<file path="src/rtl/core/mcirc_pkg.sv">
// Shared types and constants for the midpoint circle outline rasterizer.
// No dependencies; used by the front, queue, back and top level files.
package mcirc_pkg;

  localparam int unsigned CTR_W   = 15;  // center coordinate width, signed
  localparam int unsigned RAD_W   = 14;  // radius width, unsigned
  localparam int unsigned RUN_W   = 15;  // run_x / run_y width, unsigned
  localparam int unsigned DEC_W   = 18;  // decision term width, signed
  localparam int unsigned PIX_W   = 16;  // output pixel field width
  localparam int unsigned COLOR_W = 32;
  localparam int unsigned Q_DEPTH = 2;   // step queue entries

  localparam logic OP_START = 1'b0;
  localparam logic OP_STEP  = 1'b1;

  localparam logic [31:0] COLOR_RESET = 32'hFFFF_FFFF;

  // One queued step: center and the pre-update offsets, plus finish flag.
  typedef struct packed {
    logic signed [CTR_W-1:0] cx;
    logic signed [CTR_W-1:0] cy;
    logic [RUN_W-1:0]        run_x;
    logic [RUN_W-1:0]        run_y;
    logic                    fin;
  } step_t;

  // Producer side of the step queue.
  typedef struct packed {
    logic  push;
    step_t data;
  } q_wr_t;

  // Consumer side of the step queue.
  typedef struct packed {
    logic  valid;
    step_t data;
  } q_rd_t;

endpackage

</file>
<file path="src/rtl/core/midpoint_circle_outline_top.sv">
// Midpoint circle outline rasterizer, top level.
// Depends on mcirc_pkg, mcirc_front, mcirc_queue and mcirc_back.
//
// Input channel (in_*): a word with in_op = start loads center and radius and
// produces nothing; a word with in_op = step advances the outline one step and
// produces eight pixel words on the out_* channel, the eighth with out_last
// set and, if the outline is complete, out_done_res. Steps on an idle circle
// produce nothing. A start with radius zero leaves the circle idle.
// cfg_* writes the draw color, attached to every pixel; write it while idle.
// The first pixel of a step passes the step queue and then the back end's
// output register. Throughput: one pixel per cycle while out_ready is high,
// set by the back end's single output register. Two steps can queue between
// front and back, so starts and steps keep being accepted while pixels drain.
// When out_ready is low the output word holds and the queue fills; in_ready
// drops once it is full. Reset (rst_n low, synchronous) clears the circle
// state, empties the queue and sets the color to all ones. cfg_ready is 1.
module midpoint_circle_outline_top #(
  parameter int unsigned COORD_WIDTH = 16
) (
  input  logic                                 clk,
  input  logic                                 rst_n,
  input  logic                                 in_valid,
  output logic                                 in_ready,
  input  logic                                 in_op,
  input  logic signed [mcirc_pkg::CTR_W-1:0]   in_center_x,
  input  logic signed [mcirc_pkg::CTR_W-1:0]   in_center_y,
  input  logic [mcirc_pkg::RAD_W-1:0]          in_radius,
  output logic                                 out_valid,
  input  logic                                 out_ready,
  output logic signed [mcirc_pkg::PIX_W-1:0]   out_pixel_x,
  output logic signed [mcirc_pkg::PIX_W-1:0]   out_pixel_y,
  output logic [mcirc_pkg::COLOR_W-1:0]        out_color,
  output logic                                 out_last,
  output logic                                 out_done_res,
  input  logic                                 cfg_valid,
  output logic                                 cfg_ready,
  input  logic [mcirc_pkg::COLOR_W-1:0]        cfg_data
);

  logic [mcirc_pkg::COLOR_W-1:0] draw_color_r;
  mcirc_pkg::q_wr_t              q_wr;
  mcirc_pkg::q_rd_t              q_rd;
  logic                          q_full;
  logic                          q_pop;

  assign cfg_ready = 1'b1;

  always_ff @(posedge clk) begin
    if (!rst_n) begin
      draw_color_r <= mcirc_pkg::COLOR_RESET;
    end else if (cfg_valid) begin
      draw_color_r <= cfg_data;
    end
  end

  mcirc_front u_front (
    .clk         (clk),
    .rst_n       (rst_n),
    .in_valid    (in_valid),
    .in_ready    (in_ready),
    .in_op       (in_op),
    .in_center_x (in_center_x),
    .in_center_y (in_center_y),
    .in_radius   (in_radius),
    .q_full      (q_full),
    .q_wr        (q_wr)
  );

  mcirc_queue u_queue (
    .clk   (clk),
    .rst_n (rst_n),
    .q_wr  (q_wr),
    .full  (q_full),
    .q_rd  (q_rd),
    .pop   (q_pop)
  );

  mcirc_back #(
    .COORD_WIDTH (COORD_WIDTH)
  ) u_back (
    .clk          (clk),
    .rst_n        (rst_n),
    .q_rd         (q_rd),
    .pop          (q_pop),
    .color        (draw_color_r),
    .out_valid    (out_valid),
    .out_ready    (out_ready),
    .out_pixel_x  (out_pixel_x),
    .out_pixel_y  (out_pixel_y),
    .out_color    (out_color),
    .out_last     (out_last),
    .out_done_res (out_done_res)
  );

endmodule

</file>
<file path="src/rtl/core/mcirc_front.sv">
// Front end: accepts start/step words, holds the circle state and runs the
// midpoint update, pushing one step_t per drawn step. Uses mcirc_pkg.
module mcirc_front (
  input  logic                                  clk,
  input  logic                                  rst_n,
  input  logic                                  in_valid,
  output logic                                  in_ready,
  input  logic                                  in_op,
  input  logic signed [mcirc_pkg::CTR_W-1:0]    in_center_x,
  input  logic signed [mcirc_pkg::CTR_W-1:0]    in_center_y,
  input  logic [mcirc_pkg::RAD_W-1:0]           in_radius,
  input  logic                                  q_full,
  output mcirc_pkg::q_wr_t                      q_wr
);

  logic signed [mcirc_pkg::CTR_W-1:0] origin_x_r, origin_x_nxt;
  logic signed [mcirc_pkg::CTR_W-1:0] origin_y_r, origin_y_nxt;
  logic [mcirc_pkg::RUN_W-1:0]        run_x_r, run_x_nxt;
  logic [mcirc_pkg::RUN_W-1:0]        run_y_r, run_y_nxt;
  logic signed [mcirc_pkg::DEC_W-1:0] decision_r, decision_nxt;
  logic                               busy_r, busy_nxt;

  logic                               accept;
  logic signed [mcirc_pkg::DEC_W-1:0] dec_add;
  logic [mcirc_pkg::RUN_W-1:0]        x_step, y_step;
  logic signed [mcirc_pkg::DEC_W-1:0] dec_step;
  logic                               fin;

  assign in_ready = !q_full;
  assign accept   = in_valid && in_ready;

  always_comb begin
    dec_add = decision_r + $signed({2'b00, run_y_r, 1'b0});
    y_step  = run_y_r + 1'b1;
    x_step  = run_x_r;
    dec_step = dec_add;
    if (!dec_add[mcirc_pkg::DEC_W-1]) begin
      x_step   = run_x_r - 1'b1;
      dec_step = dec_add - ($signed({2'b00, x_step, 1'b0}) - 18'sd1);
    end
    fin = x_step < y_step;
  end

  always_comb begin
    origin_x_nxt = origin_x_r;
    origin_y_nxt = origin_y_r;
    run_x_nxt    = run_x_r;
    run_y_nxt    = run_y_r;
    decision_nxt = decision_r;
    busy_nxt     = busy_r;
    if (accept) begin
      if (in_op == mcirc_pkg::OP_START) begin
        origin_x_nxt = in_center_x;
        origin_y_nxt = in_center_y;
        run_x_nxt    = {1'b0, in_radius};
        run_y_nxt    = mcirc_pkg::RUN_W'(1);
        decision_nxt = -$signed({4'b0000, in_radius});
        busy_nxt     = (in_radius != '0);
      end else if (busy_r) begin
        run_x_nxt    = x_step;
        run_y_nxt    = y_step;
        decision_nxt = dec_step;
        busy_nxt     = !fin;
      end
    end
  end

  always_ff @(posedge clk) begin
    if (!rst_n) begin
      origin_x_r <= '0;
      origin_y_r <= '0;
      run_x_r    <= '0;
      run_y_r    <= '0;
      decision_r <= '0;
      busy_r     <= 1'b0;
    end else begin
      origin_x_r <= origin_x_nxt;
      origin_y_r <= origin_y_nxt;
      run_x_r    <= run_x_nxt;
      run_y_r    <= run_y_nxt;
      decision_r <= decision_nxt;
      busy_r     <= busy_nxt;
    end
  end

  assign q_wr.push       = accept && (in_op == mcirc_pkg::OP_STEP) && busy_r;
  assign q_wr.data.cx    = origin_x_r;
  assign q_wr.data.cy    = origin_y_r;
  assign q_wr.data.run_x = run_x_r;
  assign q_wr.data.run_y = run_y_r;
  assign q_wr.data.fin   = fin;

endmodule

</file>
<file path="src/rtl/core/mcirc_queue.sv">
// Short step queue between front and back ends, register based.
// Depth from mcirc_pkg::Q_DEPTH; entry type mcirc_pkg::step_t.
module mcirc_queue (
  input  logic              clk,
  input  logic              rst_n,
  input  mcirc_pkg::q_wr_t  q_wr,
  output logic              full,
  output mcirc_pkg::q_rd_t  q_rd,
  input  logic              pop
);

  localparam int unsigned PTR_W = (mcirc_pkg::Q_DEPTH > 1) ? $clog2(mcirc_pkg::Q_DEPTH) : 1;
  localparam int unsigned CNT_W = $clog2(mcirc_pkg::Q_DEPTH + 1);
  localparam logic [PTR_W-1:0] LAST_PTR = PTR_W'(mcirc_pkg::Q_DEPTH - 1);
  localparam logic [CNT_W-1:0] FULL_CNT = CNT_W'(mcirc_pkg::Q_DEPTH);

  mcirc_pkg::step_t  mem_r [mcirc_pkg::Q_DEPTH];
  logic [PTR_W-1:0]  wr_ptr_r, wr_ptr_nxt;
  logic [PTR_W-1:0]  rd_ptr_r, rd_ptr_nxt;
  logic [CNT_W-1:0]  count_r, count_nxt;

  assign full       = (count_r == FULL_CNT);
  assign q_rd.valid = (count_r != '0);
  assign q_rd.data  = mem_r[rd_ptr_r];

  always_comb begin
    wr_ptr_nxt = wr_ptr_r;
    rd_ptr_nxt = rd_ptr_r;
    count_nxt  = count_r;
    if (q_wr.push) begin
      wr_ptr_nxt = (wr_ptr_r == LAST_PTR) ? '0 : wr_ptr_r + 1'b1;
    end
    if (pop) begin
      rd_ptr_nxt = (rd_ptr_r == LAST_PTR) ? '0 : rd_ptr_r + 1'b1;
    end
    case ({q_wr.push, pop})
      2'b10:   count_nxt = count_r + 1'b1;
      2'b01:   count_nxt = count_r - 1'b1;
      default: count_nxt = count_r;
    endcase
  end

  always_ff @(posedge clk) begin
    if (!rst_n) begin
      wr_ptr_r <= '0;
      rd_ptr_r <= '0;
      count_r  <= '0;
    end else begin
      wr_ptr_r <= wr_ptr_nxt;
      rd_ptr_r <= rd_ptr_nxt;
      count_r  <= count_nxt;
    end
  end

  always_ff @(posedge clk) begin
    if (q_wr.push) begin
      mem_r[wr_ptr_r] <= q_wr.data;
    end
  end

  a_no_overflow: assert property (@(posedge clk) disable iff (!rst_n)
    q_wr.push |-> !full) else $error("step queue written while full");

  a_no_underflow: assert property (@(posedge clk) disable iff (!rst_n)
    pop |-> q_rd.valid) else $error("step queue popped while empty");

endmodule

</file>
<file path="src/rtl/core/mcirc_back.sv">
// Back end: walks the eight octant pixels of the queued step into the output
// register, one per cycle unless stalled. Uses mcirc_pkg; fed by mcirc_queue.
module mcirc_back #(
  parameter int unsigned COORD_WIDTH = 16
) (
  input  logic                                 clk,
  input  logic                                 rst_n,
  input  mcirc_pkg::q_rd_t                     q_rd,
  output logic                                 pop,
  input  logic [mcirc_pkg::COLOR_W-1:0]        color,
  output logic                                 out_valid,
  input  logic                                 out_ready,
  output logic signed [mcirc_pkg::PIX_W-1:0]   out_pixel_x,
  output logic signed [mcirc_pkg::PIX_W-1:0]   out_pixel_y,
  output logic [mcirc_pkg::COLOR_W-1:0]        out_color,
  output logic                                 out_last,
  output logic                                 out_done_res
);

  localparam int unsigned SUM_W = 33;

  logic [2:0]                          pix_cnt_r, pix_cnt_nxt;
  logic                                out_valid_r;
  logic signed [mcirc_pkg::PIX_W-1:0]  pixel_x_r, pixel_y_r;
  logic [mcirc_pkg::COLOR_W-1:0]       color_r;
  logic                                last_r, done_r;

  logic                                load;
  logic signed [SUM_W-1:0]             xp, xm, yp, ym, off_x, off_y, sum_x, sum_y;
  logic signed [mcirc_pkg::PIX_W-1:0]  pix_x, pix_y;

  // wrap to COORD_WIDTH, then sign extend / truncate to the 16 bit field
  function automatic logic signed [mcirc_pkg::PIX_W-1:0] fit(input logic signed [SUM_W-1:0] s);
    logic [COORD_WIDTH-1:0]                     c;
    logic [COORD_WIDTH+mcirc_pkg::PIX_W-1:0]    e;
    c = s[COORD_WIDTH-1:0];
    e = {{mcirc_pkg::PIX_W{c[COORD_WIDTH-1]}}, c};
    return $signed(e[mcirc_pkg::PIX_W-1:0]);
  endfunction

  always_comb begin
    xp = $signed({18'd0, q_rd.data.run_x}) - 33'sd1;
    xm = -$signed({18'd0, q_rd.data.run_x});
    yp = $signed({18'd0, q_rd.data.run_y}) - 33'sd1;
    ym = -$signed({18'd0, q_rd.data.run_y});
    case (pix_cnt_r)
      3'd0:    begin off_x = xp; off_y = yp; end
      3'd1:    begin off_x = yp; off_y = xp; end
      3'd2:    begin off_x = xm; off_y = yp; end
      3'd3:    begin off_x = yp; off_y = xm; end
      3'd4:    begin off_x = xp; off_y = ym; end
      3'd5:    begin off_x = ym; off_y = xp; end
      3'd6:    begin off_x = xm; off_y = ym; end
      default: begin off_x = ym; off_y = xm; end
    endcase
    sum_x = SUM_W'(q_rd.data.cx) + off_x;
    sum_y = SUM_W'(q_rd.data.cy) + off_y;
    pix_x = fit(sum_x);
    pix_y = fit(sum_y);
  end

  assign load        = q_rd.valid && (!out_valid_r || out_ready);
  assign pop         = load && (pix_cnt_r == 3'd7);
  assign pix_cnt_nxt = load ? pix_cnt_r + 1'b1 : pix_cnt_r;

  always_ff @(posedge clk) begin
    if (!rst_n) begin
      pix_cnt_r   <= '0;
      out_valid_r <= 1'b0;
    end else begin
      pix_cnt_r <= pix_cnt_nxt;
      if (load) begin
        out_valid_r <= 1'b1;
      end else if (out_ready) begin
        out_valid_r <= 1'b0;
      end
    end
  end

  always_ff @(posedge clk) begin
    if (load) begin
      pixel_x_r <= pix_x;
      pixel_y_r <= pix_y;
      color_r   <= color;
      last_r    <= (pix_cnt_r == 3'd7);
      done_r    <= (pix_cnt_r == 3'd7) && q_rd.data.fin;
    end
  end

  assign out_valid    = out_valid_r;
  assign out_pixel_x  = pixel_x_r;
  assign out_pixel_y  = pixel_y_r;
  assign out_color    = color_r;
  assign out_last     = last_r;
  assign out_done_res = done_r;

  a_done_on_last: assert property (@(posedge clk) disable iff (!rst_n)
    out_valid_r && done_r |-> last_r) else $error("done without last");

  a_last_wraps: assert property (@(posedge clk) disable iff (!rst_n)
    pop |=> pix_cnt_r == 3'd0) else $error("pixel counter out of step with pop");

endmodule

</file>
<file path="config.mk">
export PLATFORM = sky130hd
export DESIGN_NAME = midpoint_circle_outline_top
export DESIGN_NICKNAME = d
export VERILOG_FILES = /design/src/rtl/core/mcirc_pkg.sv /design/src/rtl/core/midpoint_circle_outline_top.sv /design/src/rtl/core/mcirc_front.sv /design/src/rtl/core/mcirc_queue.sv /design/src/rtl/core/mcirc_back.sv
export SDC_FILE = /design/constraint.sdc
export NUM_CORES = 1
export LEC_CHECK = 0
export BUFFER_PORTS_ARGS = -buffer_cell sky130_fd_sc_hd__clkbuf_2
export CORE_UTILIZATION = 60
export CTS_CLUSTER_SIZE = 40
export DETAILED_ROUTE_END_ITERATION = 8
export PLACE_DENSITY_LB_ADDON = 0.05
export SYNTH_ARGS = -nofsm -noshare
export SYNTH_HDL_FRONTEND = slang
export SYNTH_SLANG_ARGS = --single-unit
</file>
<file path="constraint.sdc">
create_clock -name clk -period 6 [get_ports clk]
set_input_delay 0.6 -clock clk [delete_from_list [all_inputs] [get_ports clk]]
set_output_delay 0.6 -clock clk [all_outputs]
set_load 0.03 [all_outputs]
</file>
== Word level (Yosys, flattened, before mapping) ==
Memories as Yosys holds them, arrays and structs flattened. A register that Yosys moved wholly into a read port is not among the register bits.
Cells that the tools add are included.
Cells by class
  $lt $le $gt $ge: 1
  bitwise gates (word level): 1
  equality and inequality tests: 11
  add/subtract/negate cells: 17
  muxes and demuxes: 21
  reduce and logical (&&, ||, !) cells: 23
Operator list (number)
  $pmux 16 s3: 2
  $mux 15: 5
  $mux 18: 3
  $add 15x16->16: 2
  $neg 15->16: 2
  $sub 15x1->16 const B: 2
  $add 18x17->18: 1
  $neg 14->18: 1
  $sub 18x18->18: 1
  $sub 16x1->17 const B: 1
  $add 15x1->15 const B: 1
  $lt 15x15->1: 1
  $sub 15x1->15 const B: 1
  $reduce_bool 14->1: 1
  $eq 3x3->1 const B: 4
  $reduce_or 2->1: 6
  $mux 1: 10
  $eq 3x2->1 const B: 2
  $logic_and 1x1->1: 6
  $reduce_bool 2->1: 3
  $eq 2x2->1 const B: 2
  $pmux 2 s2: 1
  $reduce_and 2->1: 2
  $add 3x1->3 const B: 1
  other kinds (10): 13
Storage, ports and cells
  bits in writable memories: 122
  logic and storage cells: 92
  flip-flop bits (word level): 185
  output and inout bits: 69
  memories kept: 1
  input port bits: 82
Memories
  u_queue.mem_r: words 2, width 61, rd ports 1, clocked after Yosys merged registers in 1, write ports 1, line mcirc_queue.sv:17  | mcirc_pkg::step_t mem_r [mcirc_pkg::Q_DEPTH];

== Logic depth before layout (Yosys ltp) ==
Gate-level depths: netlist of the first run.
  depth after elaboration: 7
  depth in mapped cells: 23
  gate-level depth less buffers: 19

== Cells and area by module ==
Synthesis of the first run repeated with hierarchy kept, for this count alone.
Unflattened totals
  cells, all modules: 1682
  area, all modules: 17390.4 µm²
By module, submodules not included
  mcirc_front: cells each 866, seq. area each 1581.5 µm², area an instance 6541.3 µm², instances 1
  mcirc_back: cells each 499, seq. area each 2062.0 µm², area an instance 5084.9 µm², instances 1
  mcirc_queue: cells each 212, seq. area each 3763.6 µm², area an instance 4604.4 µm², instances 1
  midpoint_circle_outline_top: cells each 105, seq. area each 640.6 µm², area an instance 1159.9 µm², instances 1

== Worst setup path after synthesis of the first run ==
No wires, ideal clock.
  path kind: input to register
  start point: input port in_op
  end point: memory u_queue.mem_r[0][0] in the netlist's numbering, enable pin
  buffers on the path: 2
  data arrival time: 4.427 ns
  setup time: 0.482 ns
  cell stages on the path: 7
  required time: 5.518 ns
  path slack: 1.091 ns
  cell sequence: clkbuf_1 -> inv_1 -> o211ai_1 -> nor2_1 -> clkinv_1 -> clkbuf_1 -> nor2_1
On the way
  longest elaborated chain between the ends: 4
Ends and longest elaborated chain
  from (decl): line midpoint_circle_outline_top.sv:24  | input logic in_op,
  $logic_and 1x1->1 (2 in a row): line mcirc_front.sv:86  | assign q_wr.push = accept && (in_op == mcirc_pkg::OP_STEP) && busy_r;
  $mux 1: line mcirc_queue.sv:56  | if (q_wr.push) begin
  $mux 1 (implied by the code): line mcirc_queue.sv:57  | mem_r[wr_ptr_r] <= q_wr.data;
  to (decl): line mcirc_queue.sv:17
Every way passes these cells.

==> results.json, run 1 <==
{
  "status": "finished, final reports clean",
  "synth_edf_count": 188,
  "die_width_um": 173,
  "cts_max_path_buffers": 3,
  "place_congestion": 0.936,
  "p_int_uw": 4300,
  "ys_seq_elements": 308,
  "drcViolationCount": 0,
  "async_reset_ff_frac": 0,
  "yosysTopAreaCellShare": 0.323,
  "leakage_uw": 0.00745,
  "setup_tns_ns": 0,
  "diodes": 0,
  "grt_util_all_layers": 0.277,
  "rsz0062_at_grt": "false",
  "wl_um": 41400,
  "cts_tree": "done",
  "ctsResizeCount": 0,
  "avgSynthCellArea_um2": 10.4,
  "grt_pass1_wl_um": 66000,
  "worstPathMaxFanout": 14,
  "synth_seq_area_share": 0.460,
  "combinationalPowerShare": 0.250,
  "vias_per_cell": 5.93,
  "fin_area_mm2": 0.0196,
  "clock.fmax_ghz": 0.206,
  "vias": 13000,
  "power.density_mw_per_mm2": 312,
  "irDropWorstVdd_mv": 0.247,
  "critPathCaptureType": "flop",
  "cts.reportedPaths.clkPinSlew_ns": 0.06,
  "worst_slew_pin_slew_ns": 1.10,
  "ios": 151,
  "arrival_ns": 5.24,
  "final_cell_mix": "edfxtp_1 (188), nand2_1 (161), clkbuf_2 (148)",
  "min_path_type": "in -> reg",
  "drv_slew": 0,
  "globalRouteOverflowTotal": 0,
  "syn_to_final_growth_pct": 12.2,
  "pwr-share-clk": 0.346,
  "syn_nets": 1857,
  "crit_chain": "ha_1 > inv_1 > fa_1 > nor2b_1 > o31a_1 > o211ai_2 > a211o_4 > nor3_2 > nand2_1 > xnor2_1 > ha_1 > a21o_1 > a21o_1 > a21o_1 > a21oi_1 > o221ai_1 > a2111o_1 > o22ai_1 > o211ai_1",
  "synth-main-ff-cell": "edfxtp_1",
  "whs_ns": 0.309,
  "rows": 62,
  "r2r_cells": 19,
  "synth_cell_type_count": 82,
  "setup_viol": 0,
  "htree_levels": 2,
  "pre_cts_ws_ns": 1.19,
  "drt_iter0_drc": 973,
  "max_stage_delay_ns": 0.49,
  "final_cells": 2198,
  "grt_max_degree": 76,
  "start_util": 0.609,
  "yosys_warnings": 0,
  "hold_viol": 0,
  "cts-root-buf": "clkbuf_16",
  "dp.cells": 2137,
  "whs_endpoint": "draw_color_r[0]$_SDFFE_PN1P_",
  "cts_setup_buffers": 0,
  "p_seq_frac": 0.404,
  "final_common_cell": "edfxtp_1",
  "ant_nets": 0,
  "coreArea_mm2": 0.0287,
  "cpMostUsedCell": "a21o_1",
  "cp-start-kind": "flop",
  "rrSetupSlack_ns": 1.14,
  "power_switching_uw": 1830,
  "synth_largest_area_cell": "edfxtp_1",
  "switching_share": 0.299,
  "drv_cap": 0,
  "antenna_found_initial": 0,
  "die_area_mm2": 0.0298,
  "crit_required_ns": 6.38,
  "period_share": 0.811,
  "drive_gt1_frac": 0.166,
  "clock_skew_ns": 0.0229,
  "min_from": "cfg_data[0]",
  "worstSetupPathType": "reg -> reg",
  "dpl_cell_area_mm2": 0.0184,
  "drt-pass1-iter-count": 6,
  "fin_nets": 1967,
  "r2r_end": "u_front.busy_r$_SDFFE_PN0P_",
  "period_needed_ns": 4.86,
  "wl_per_cell_um": 18.8,
  "dpl.hpwl_um": 29400,
  "cts_hold_buffers": 0,
  "yosys-top-cells-area": "edfxtp_1 (32%), dfxtp_1 (14%), ha_1 (6.6%)",
  "whs_path_depth": 3,
  "port_buffers": 149,
  "grt_pass1_vias": 12400,
  "reg2reg_from": "u_front.run_y_r[0]$_SDFFE_PN0P_",
  "slowest_stage": "dfxtp_1",
  "layout_setup_ws_ns": 1.14,
  "die_h_um": 173,
  "syn_area_mm2": 0.0175,
  "clock_sinks": 308,
  "numCtsBuffers": 34,
  "clock_latency_ns": 0.51,
  "slew_headroom": 0.269,
  "syn-instance-count": 1679
}
-- final cells by class --
| cell class | instances | area, um^2 |
|---|---|---|
| Multi-Input combinational cell | 1245 | 8920 |
| Inverter | 36 | 135 |
| Sequential cell | 308 | 8050 |
| Timing Repair Buffer | 164 | 861 |
| Clock inverter | 12 | 144 |
| Tap cell | 384 | 480 |
| Clock buffer | 49 | 1020 |
| Fill cell | 2213 | 9090 |
-- how the worst max path moves through the flow --
stage / end / depth (start not counted) / start
after floorplan: u_queue.mem_r[0][0]$_DFFE_PP_ / 7 / in_op
after global placement: u_front.busy_r$_SDFFE_PN0P_ / 19 / u_front.run_y_r[0]$_SDFFE_PN0P_
after detailed placement: u_front.busy_r$_SDFFE_PN0P_ / 19 / u_front.run_y_r[0]$_SDFFE_PN0P_
after CTS: u_front.busy_r$_SDFFE_PN0P_ / 19 / u_front.run_y_r[0]$_SDFFE_PN0P_
after global routing: u_front.busy_r$_SDFFE_PN0P_ / 19 / u_front.run_y_r[0]$_SDFFE_PN0P_
final: u_front.busy_r$_SDFFE_PN0P_ / 19 / u_front.run_y_r[0]$_SDFFE_PN0P_
-- worst max-delay path: cells and delay by family, from the launching register on --
family | cells | cell delay [ns]
AND/OR/NAND/NOR | 3 | 0.57
adder cells (fa/ha/maj) | 3 | 0.92
buffers and inverters | 1 | 0.06
AO/OA/AOI/OAI | 11 | 2.54
XOR/XNOR | 1 | 0.15
flip-flops | 1 | 0.49
-- state kept, by name (all words and copies together) (netlist names), named ones only --
| signal | count |
|---|---|
| u_back.out_pixel_y | 16 |
| u_back.out_pixel_x | 16 |
| u_front.busy_r | 1 |
| u_queue.wr_ptr_r | 1 |
| u_back.out_done_res | 1 |
| draw_color_r | 32 |
| u_front.run_x_r | 15 |
| u_front.decision_r | 18 |
| u_queue.rd_ptr_r | 1 |
| u_back.pix_cnt_r | 3 |
| u_front.run_y_r | 15 |
| u_back.out_valid | 1 |
| u_back.out_color | 32 |
| u_back.out_last | 1 |
| u_queue.count_r | 2 |
| u_queue.mem_r | 122 |
| u_front.origin_x_r | 15 |
| u_front.origin_y_r | 15 |
-- logic make-up (layout without fill, tap and decap cells) --
family	after synthesis	after routing	synth area share
AOI/OAI and AO/OA	368	368	0.139
xor gates and xnor gates	158	158	0.0796
adders and majority gates	96	96	0.0704
buffers and inverters	126	261	0.0311
DFF	308	308	0.460
muxes	127	127	0.0762
other	1	1	0.000214
and+or+nand+nor	495	495	0.143
-- metal layers --
metal / wire length (um) / vias up / GRT usage
li1: - / 6366 / -
met1: 18600 / 6180 / 0.375
met2: 19400 / 405 / 0.458
met3: 2180 / 77 / 0.0385
met4: 1200 / 0 / 0.0911
met5: 0 / - / 0
-- power by group through the flow --
stage | logic (uW) | registers [uW] | clock network (uW)
global route | 1690 | 2490 | 2230
CTS | 1520 | 2470 | 2160
global placement | 1480 | 2510 | 0
finish | 1530 | 2470 | 2120
detailed placement | 1510 | 2520 | 0
floorplan | 1130 | 2560 | 0
-- synthesized netlist by cell type (all sizes together) (16+ instances only) --
cell type,count
buf,31
ha,92
edfxtp,188
inv,35
xnor2,106
a21oi,101
nand2,162
a221oi,17
o21ai,75
a21boi,35
dfxtp,120
mux2,36
xor2,52
nand3,40
nor2,95
nor2b,29
a31oi,16
a21o,22
clkbuf,59
and3,19
nor3,64
mux2i,91
-- metrics by stage --
stage,total power (uW),utilization
final,6130,0.683
after global routing,6410,0.683
after CTS,6150,0.683
after detailed placement,4030,0.643
after global placement,3990,0.643
after floorplan,3680,-
Note: power is estimated with default switching activity, not from simulation.
==> run 2, diff against run 1 <==
Clock period 6 ns to 4.8 ns, I/O delays scaled along.
==> results.json, run 2 (synthesis results as in run 1) <==
{
  "critPathCaptureType": "flop",
  "clock_sinks": 308,
  "crit_required_ns": 5.20,
  "grt_util_all_layers": 0.282,
  "ant_nets": 0,
  "fin_area_mm2": 0.0198,
  "cpMostUsedCell": "a21o_1",
  "start_util": 0.609,
  "reg2reg_from": "u_front.run_y_r[1]$_SDFFE_PN0P_",
  "dpl_cell_area_mm2": 0.0186,
  "worst_slew_pin_slew_ns": 1.10,
  "port_buffers": 149,
  "die_width_um": 173,
  "cp_top_family": "compound AO/OA/AOI/OAI gates",
  "rows": 62,
  "vias_per_cell": 5.91,
  "met3_usage": 0.0325,
  "antenna_found_initial": 0,
  "cts_hold_buffers": 0,
  "hold_viol": 0,
  "irDropWorstVdd_mv": 0.246,
  "multi_input_area_mm2": 0.00891,
  "leakage_uw": 0.00753,
  "globalRouteOverflowTotal": 0,
  "regMostFlops": "u_queue.mem_r",
  "drt-pass1-iter-count": 5,
  "place_congestion": 0.914,
  "period_needed_ns": 4.52,
  "worstSetupPathType": "reg -> reg",
  "min_from": "cfg_data[7]",
  "seqCellArea_mm2": 0.00805,
  "met2_usage": 0.475,
  "drv_slew": 0,
  "ios": 151,
  "diodes": 0,
  "dp.cells": 2156,
  "die_h_um": 173,
  "dpl.hpwl_um": 30500,
  "setup_tns_ns": 0,
  "arrival_ns": 4.91,
  "grt_pass1_vias": 12600,
  "clock_latency_ns": 0.52,
  "setup_viol": 0,
  "worstPathMaxFanout": 13,
  "fin_nets": 1986,
  "htree_levels": 2,
  "rsz0062_at_grt": "false",
  "final_common_cell": "edfxtp_1",
  "wl_um": 42400,
  "cts_max_path_buffers": 3,
  "ctsResizeCount": 0,
  "whs_ns": 0.181,
  "layout_setup_ws_ns": 0.283,
  "drt_iter0_drc": 962,
  "die_area_mm2": 0.0298,
  "cts_tree": "done",
  "slew_headroom": 0.270,
  "met1_usage": 0.381,
  "grt_max_degree": 73,
  "numCtsBuffers": 34,
  "fill_cells": 2285,
  "slowest_stage": "fa_1",
  "cts_setup_buffers": 0,
  "final_cells": 2218,
  "cts-root-buf": "clkbuf_16",
  "drv_cap": 0,
  "power.density_mw_per_mm2": 390,
  "grt-busiest-layer": "met2",
  "cp-startpoint": "u_front.run_y_r[1]$_SDFFE_PN0P_",
  "coreArea_mm2": 0.0287,
  "vias": 13100,
  "wl_per_cell_um": 19.1,
  "status": "finished, final reports clean",
  "crit_chain": "inv_1 > fa_1 > nor2b_1 > o31a_1 > o211ai_2 > a211o_4 > buf_4 > nor3_1 > xor2_1 > ha_1 > a21o_1 > a21o_1 > a21oi_1 > o221ai_1 > a2111o_1 > o22ai_1 > o211ai_1",
  "min_path_type": "in -> reg",
  "clock.fmax_ghz": 0.221,
  "path_buf_inv": 2,
  "period_share": 0.941,
  "cp-start-kind": "flop",
  "largest_reg_flops": 122,
  "drive_gt1_frac": 0.174,
  "max_stage_delay_ns": 0.46,
  "final_cell_mix": "edfxtp_1 (188), nand2_1 (162), clkbuf_2 (148)",
  "grt_pass1_wl_um": 66900,
  "clock_skew_ns": 0.0199,
  "drcViolationCount": 0,
  "cts.reportedPaths.clkPinSlew_ns": 0.07,
  "pre_cts_ws_ns": 0.343,
  "syn_to_final_growth_pct": 13.0
}
==> run 2: cell types whose count changed in the layout (fill, tap and decap cells not counted), sizes merged <==
cell / delta
clkinvlp: +2
clkinv: +3
clkbuf: -6
buf: +19
bufinv: +2
==> run 2: report_power, final <==
group	switching [uW]	leakage [uW]	internal [uW]
sequential	90.1	0.00263	2990
clock	1070	0.000555	1590
combinational	1170	0.00434	804
==> run 2: tightest hold or removal path, stage by stage <==
cell      delay, ns
clkbuf_2       0.08
mux2i_1        0.06
nand2_1        0.06
==> run 2: stage by stage <==
stage / util / power [uW]
finish: 0.688 / 7710
global route: 0.688 / 8050
CTS: 0.688 / 7730
detailed placement: 0.648 / 5070
global placement: 0.648 / 5030
floorplan: - / 4600
==> run 2: final timing paths <==
| check | endpoint | slack (ns) | cells past startpoint |
|---|---|---|---|
| setup / recovery | u_front.busy_r$_SDFFE_PN0P_ | 0.28 | 17 |
| hold / removal | draw_color_r[7]$_SDFFE_PN1P_ | 0.18 | 3 |
| setup reg to reg | u_front.busy_r$_SDFFE_PN0P_ | 0.28 | 17 |
| hold reg to reg | u_back.out_color[31]$_DFFE_PP_ | 0.42 | 0 |
==> run 2: final cells by class <==
| type | count | area share |
|---|---|---|
| Clock buffer | 43 | 0.0463 |
| Tap cell | 384 | 0.0243 |
| Clock inverter | 19 | 0.0118 |
| Timing Repair Buffer | 183 | 0.0520 |
| Sequential cell | 308 | 0.407 |
| Multi-Input combinational cell | 1245 | 0.451 |
| Inverter | 36 | 0.00684 |
==> run 2: per-layer routing <==
layer / vias to the layer above / routed length (um)
li1: 6399 / -
met1: 6259 / 18700
met2: 391 / 20300
met3: 67 / 2330
met4: 0 / 1090
met5: - / 0
==> run 3, diff against run 2 <==
Settings changed: PLACE_DENSITY set to 0.84, PLACE_DENSITY_LB_ADDON 0.05 to not set.
==> results.json, run 3 (synthesis results as in run 1) <==
{
  "hold_viol": 0,
  "final_common_cell": "edfxtp_1",
  "cpMostUsedCell": "a21o_1",
  "grt_pass1_wl_um": 66500,
  "diodes": 0,
  "fill_cells": 2059,
  "place_congestion": 0.938,
  "antenna_found_initial": 0,
  "globalRouteOverflowTotal": 0,
  "vias": 13300,
  "cts_tree": "done",
  "clock_latency_ns": 0.56,
  "arrival_ns": 5.00,
  "vias_per_cell": 6.00,
  "setup_viol": 0,
  "max_stage_delay_ns": 0.44,
  "cts.reportedPaths.clkPinSlew_ns": 0.07,
  "fin_nets": 1980,
  "grt_max_degree": 71,
  "power.density_mw_per_mm2": 383,
  "worstPathMaxFanout": 4,
  "ios": 151,
  "cp_top_family": "compound AO/OA/AOI/OAI gates",
  "fin_util": 0.684,
  "rows": 62,
  "seqCellArea_mm2": 0.00805,
  "drt-pass1-iter-count": 5,
  "cts_max_path_buffers": 3,
  "crit_required_ns": 5.24,
  "die_h_um": 173,
  "dpl.hpwl_um": 29700,
  "crit_chain": "ha_1 > inv_1 > fa_1 > nor2b_1 > o31a_1 > o211ai_2 > a211o_4 > nor3_4 > nand2_1 > xnor2_1 > ha_1 > a21o_1 > a21o_1 > a21o_1 > a21oi_1 > o221ai_1 > a2111o_1 > o22ai_2 > o211ai_1",
  "min_path_type": "in -> reg",
  "path_buf_inv": 1,
  "start_util": 0.609,
  "grt_util_all_layers": 0.276,
  "clock_skew_ns": 0.0105,
  "drv_slew": 0,
  "multi_input_area_mm2": 0.00893,
  "period_share": 0.949,
  "cts-root-buf": "clkbuf_16",
  "worstSetupPathType": "reg -> reg",
  "numCtsBuffers": 31,
  "die_width_um": 173,
  "coreArea_mm2": 0.0287,
  "whs_ns": 0.139,
  "ant_nets": 0,
  "die_area_mm2": 0.0298,
  "wl_per_cell_um": 18.9,
  "slowest_stage": "a2111o_1",
  "slew_headroom": 0.299,
  "drive_gt1_frac": 0.171,
  "final_cell_mix": "edfxtp_1 (188), nand2_1 (162), clkbuf_2 (148)",
  "htree_levels": 1,
  "drcViolationCount": 0,
  "cp-start-kind": "flop",
  "status": "finished, final reports clean",
  "worst_slew_pin_slew_ns": 1.05,
  "leakage_uw": 0.00747,
  "port_buffers": 149,
  "irDropWorstVdd_mv": 0.270,
  "period_needed_ns": 4.55,
  "setup_tns_ns": 0,
  "dpl_cell_area_mm2": 0.0186,
  "grt_pass1_vias": 13200,
  "drv_cap": 0,
  "drt_iter0_drc": 1017,
  "clock_sinks": 308,
  "wl_um": 41800,
  "fin_area_mm2": 0.0196,
  "syn_to_final_growth_pct": 12.2,
  "regMostFlops": "u_queue.mem_r",
  "clock.fmax_ghz": 0.220,
  "critPathCaptureType": "flop",
  "largest_reg_flops": 122
}
-- run 3: through the flow --
| step | power (uW) | instances | setup WS [ns] |
|---|---|---|---|
| after global routing | 7850 | 2210 | -0.0238 |
| after global placement | 4990 | 2150 | 0.363 |
| after detailed placement | 5060 | 2150 | 0.206 |
| after floorplan | 4600 | 1679 | 0.0296 |
| final | 7530 | 2210 | 0.246 |
| after CTS | 7500 | 2207 | 0.162 |
-- run 3: repair_timing --
| action | 4_1_cts | 5_1_grt |
|---|---|---|
| setup buffers | 0 | 3 |
| gates resized for setup | 0 | 2 |
| hold buffers | 0 | 0 |
| endpoints found under the setup margin | 0 | 3 |
-- run 3: layout make-up --
type | count | area share
Clock buffer | 41 | 0.0430
Clock inverter | 16 | 0.00988
Inverter | 36 | 0.00689
Multi-Input combinational cell | 1245 | 0.455
Sequential cell | 308 | 0.410
Tap cell | 384 | 0.0245
Timing Repair Buffer | 180 | 0.0506
-- run 3: layer usage --
layer,vias to the layer above,global-route usage,part of all wire
li1,6392,-,-
met1,6325,0.347,0.42
met2,457,0.494,0.50
met3,78,0.0292,0.056
met4,0,0.0973,0.029
met5,-,0,0
-- run 3: worst register-to-register path, stage by stage, from the launching register on --
cell,delay [ns]
dfxtp_1,0.34
ha_1,0.17
inv_1,0.06
fa_1,0.39
nor2b_1,0.18
o31a_1,0.28
o211ai_2,0.17
a211o_4,0.40
nor3_4,0.24
nand2_1,0.14
xnor2_1,0.15
ha_1,0.33
a21o_1,0.20
a21o_1,0.19
a21o_1,0.17
a21oi_1,0.15
o221ai_1,0.18
a2111o_1,0.44
o22ai_2,0.15
o211ai_1,0.12
-- run 3: power by group --
part	total (uW)	internal, uW	switching (uW)
Sequential	3080	2990	89.8
Clock	2460	1450	1010
Combinational	1980	805	1170
Total	7530	5250	2280
-- run 3: path summary, 6_finish.rpt --
check	to	start	depth (start not counted)	slack, ns
worst max register to register	u_front.busy_r$_SDFFE_PN0P_	u_front.run_y_r[0]$_SDFFE_PN0P_	19	0.25
worst min-delay path	draw_color_r[0]$_SDFFE_PN1P_	cfg_data[0]	3	0.14
worst max-delay path	u_front.busy_r$_SDFFE_PN0P_	u_front.run_y_r[0]$_SDFFE_PN0P_	19	0.25
worst min register to register	u_back.out_color[0]$_DFFE_PP_	draw_color_r[0]$_SDFFE_PN1P_	0	0.43
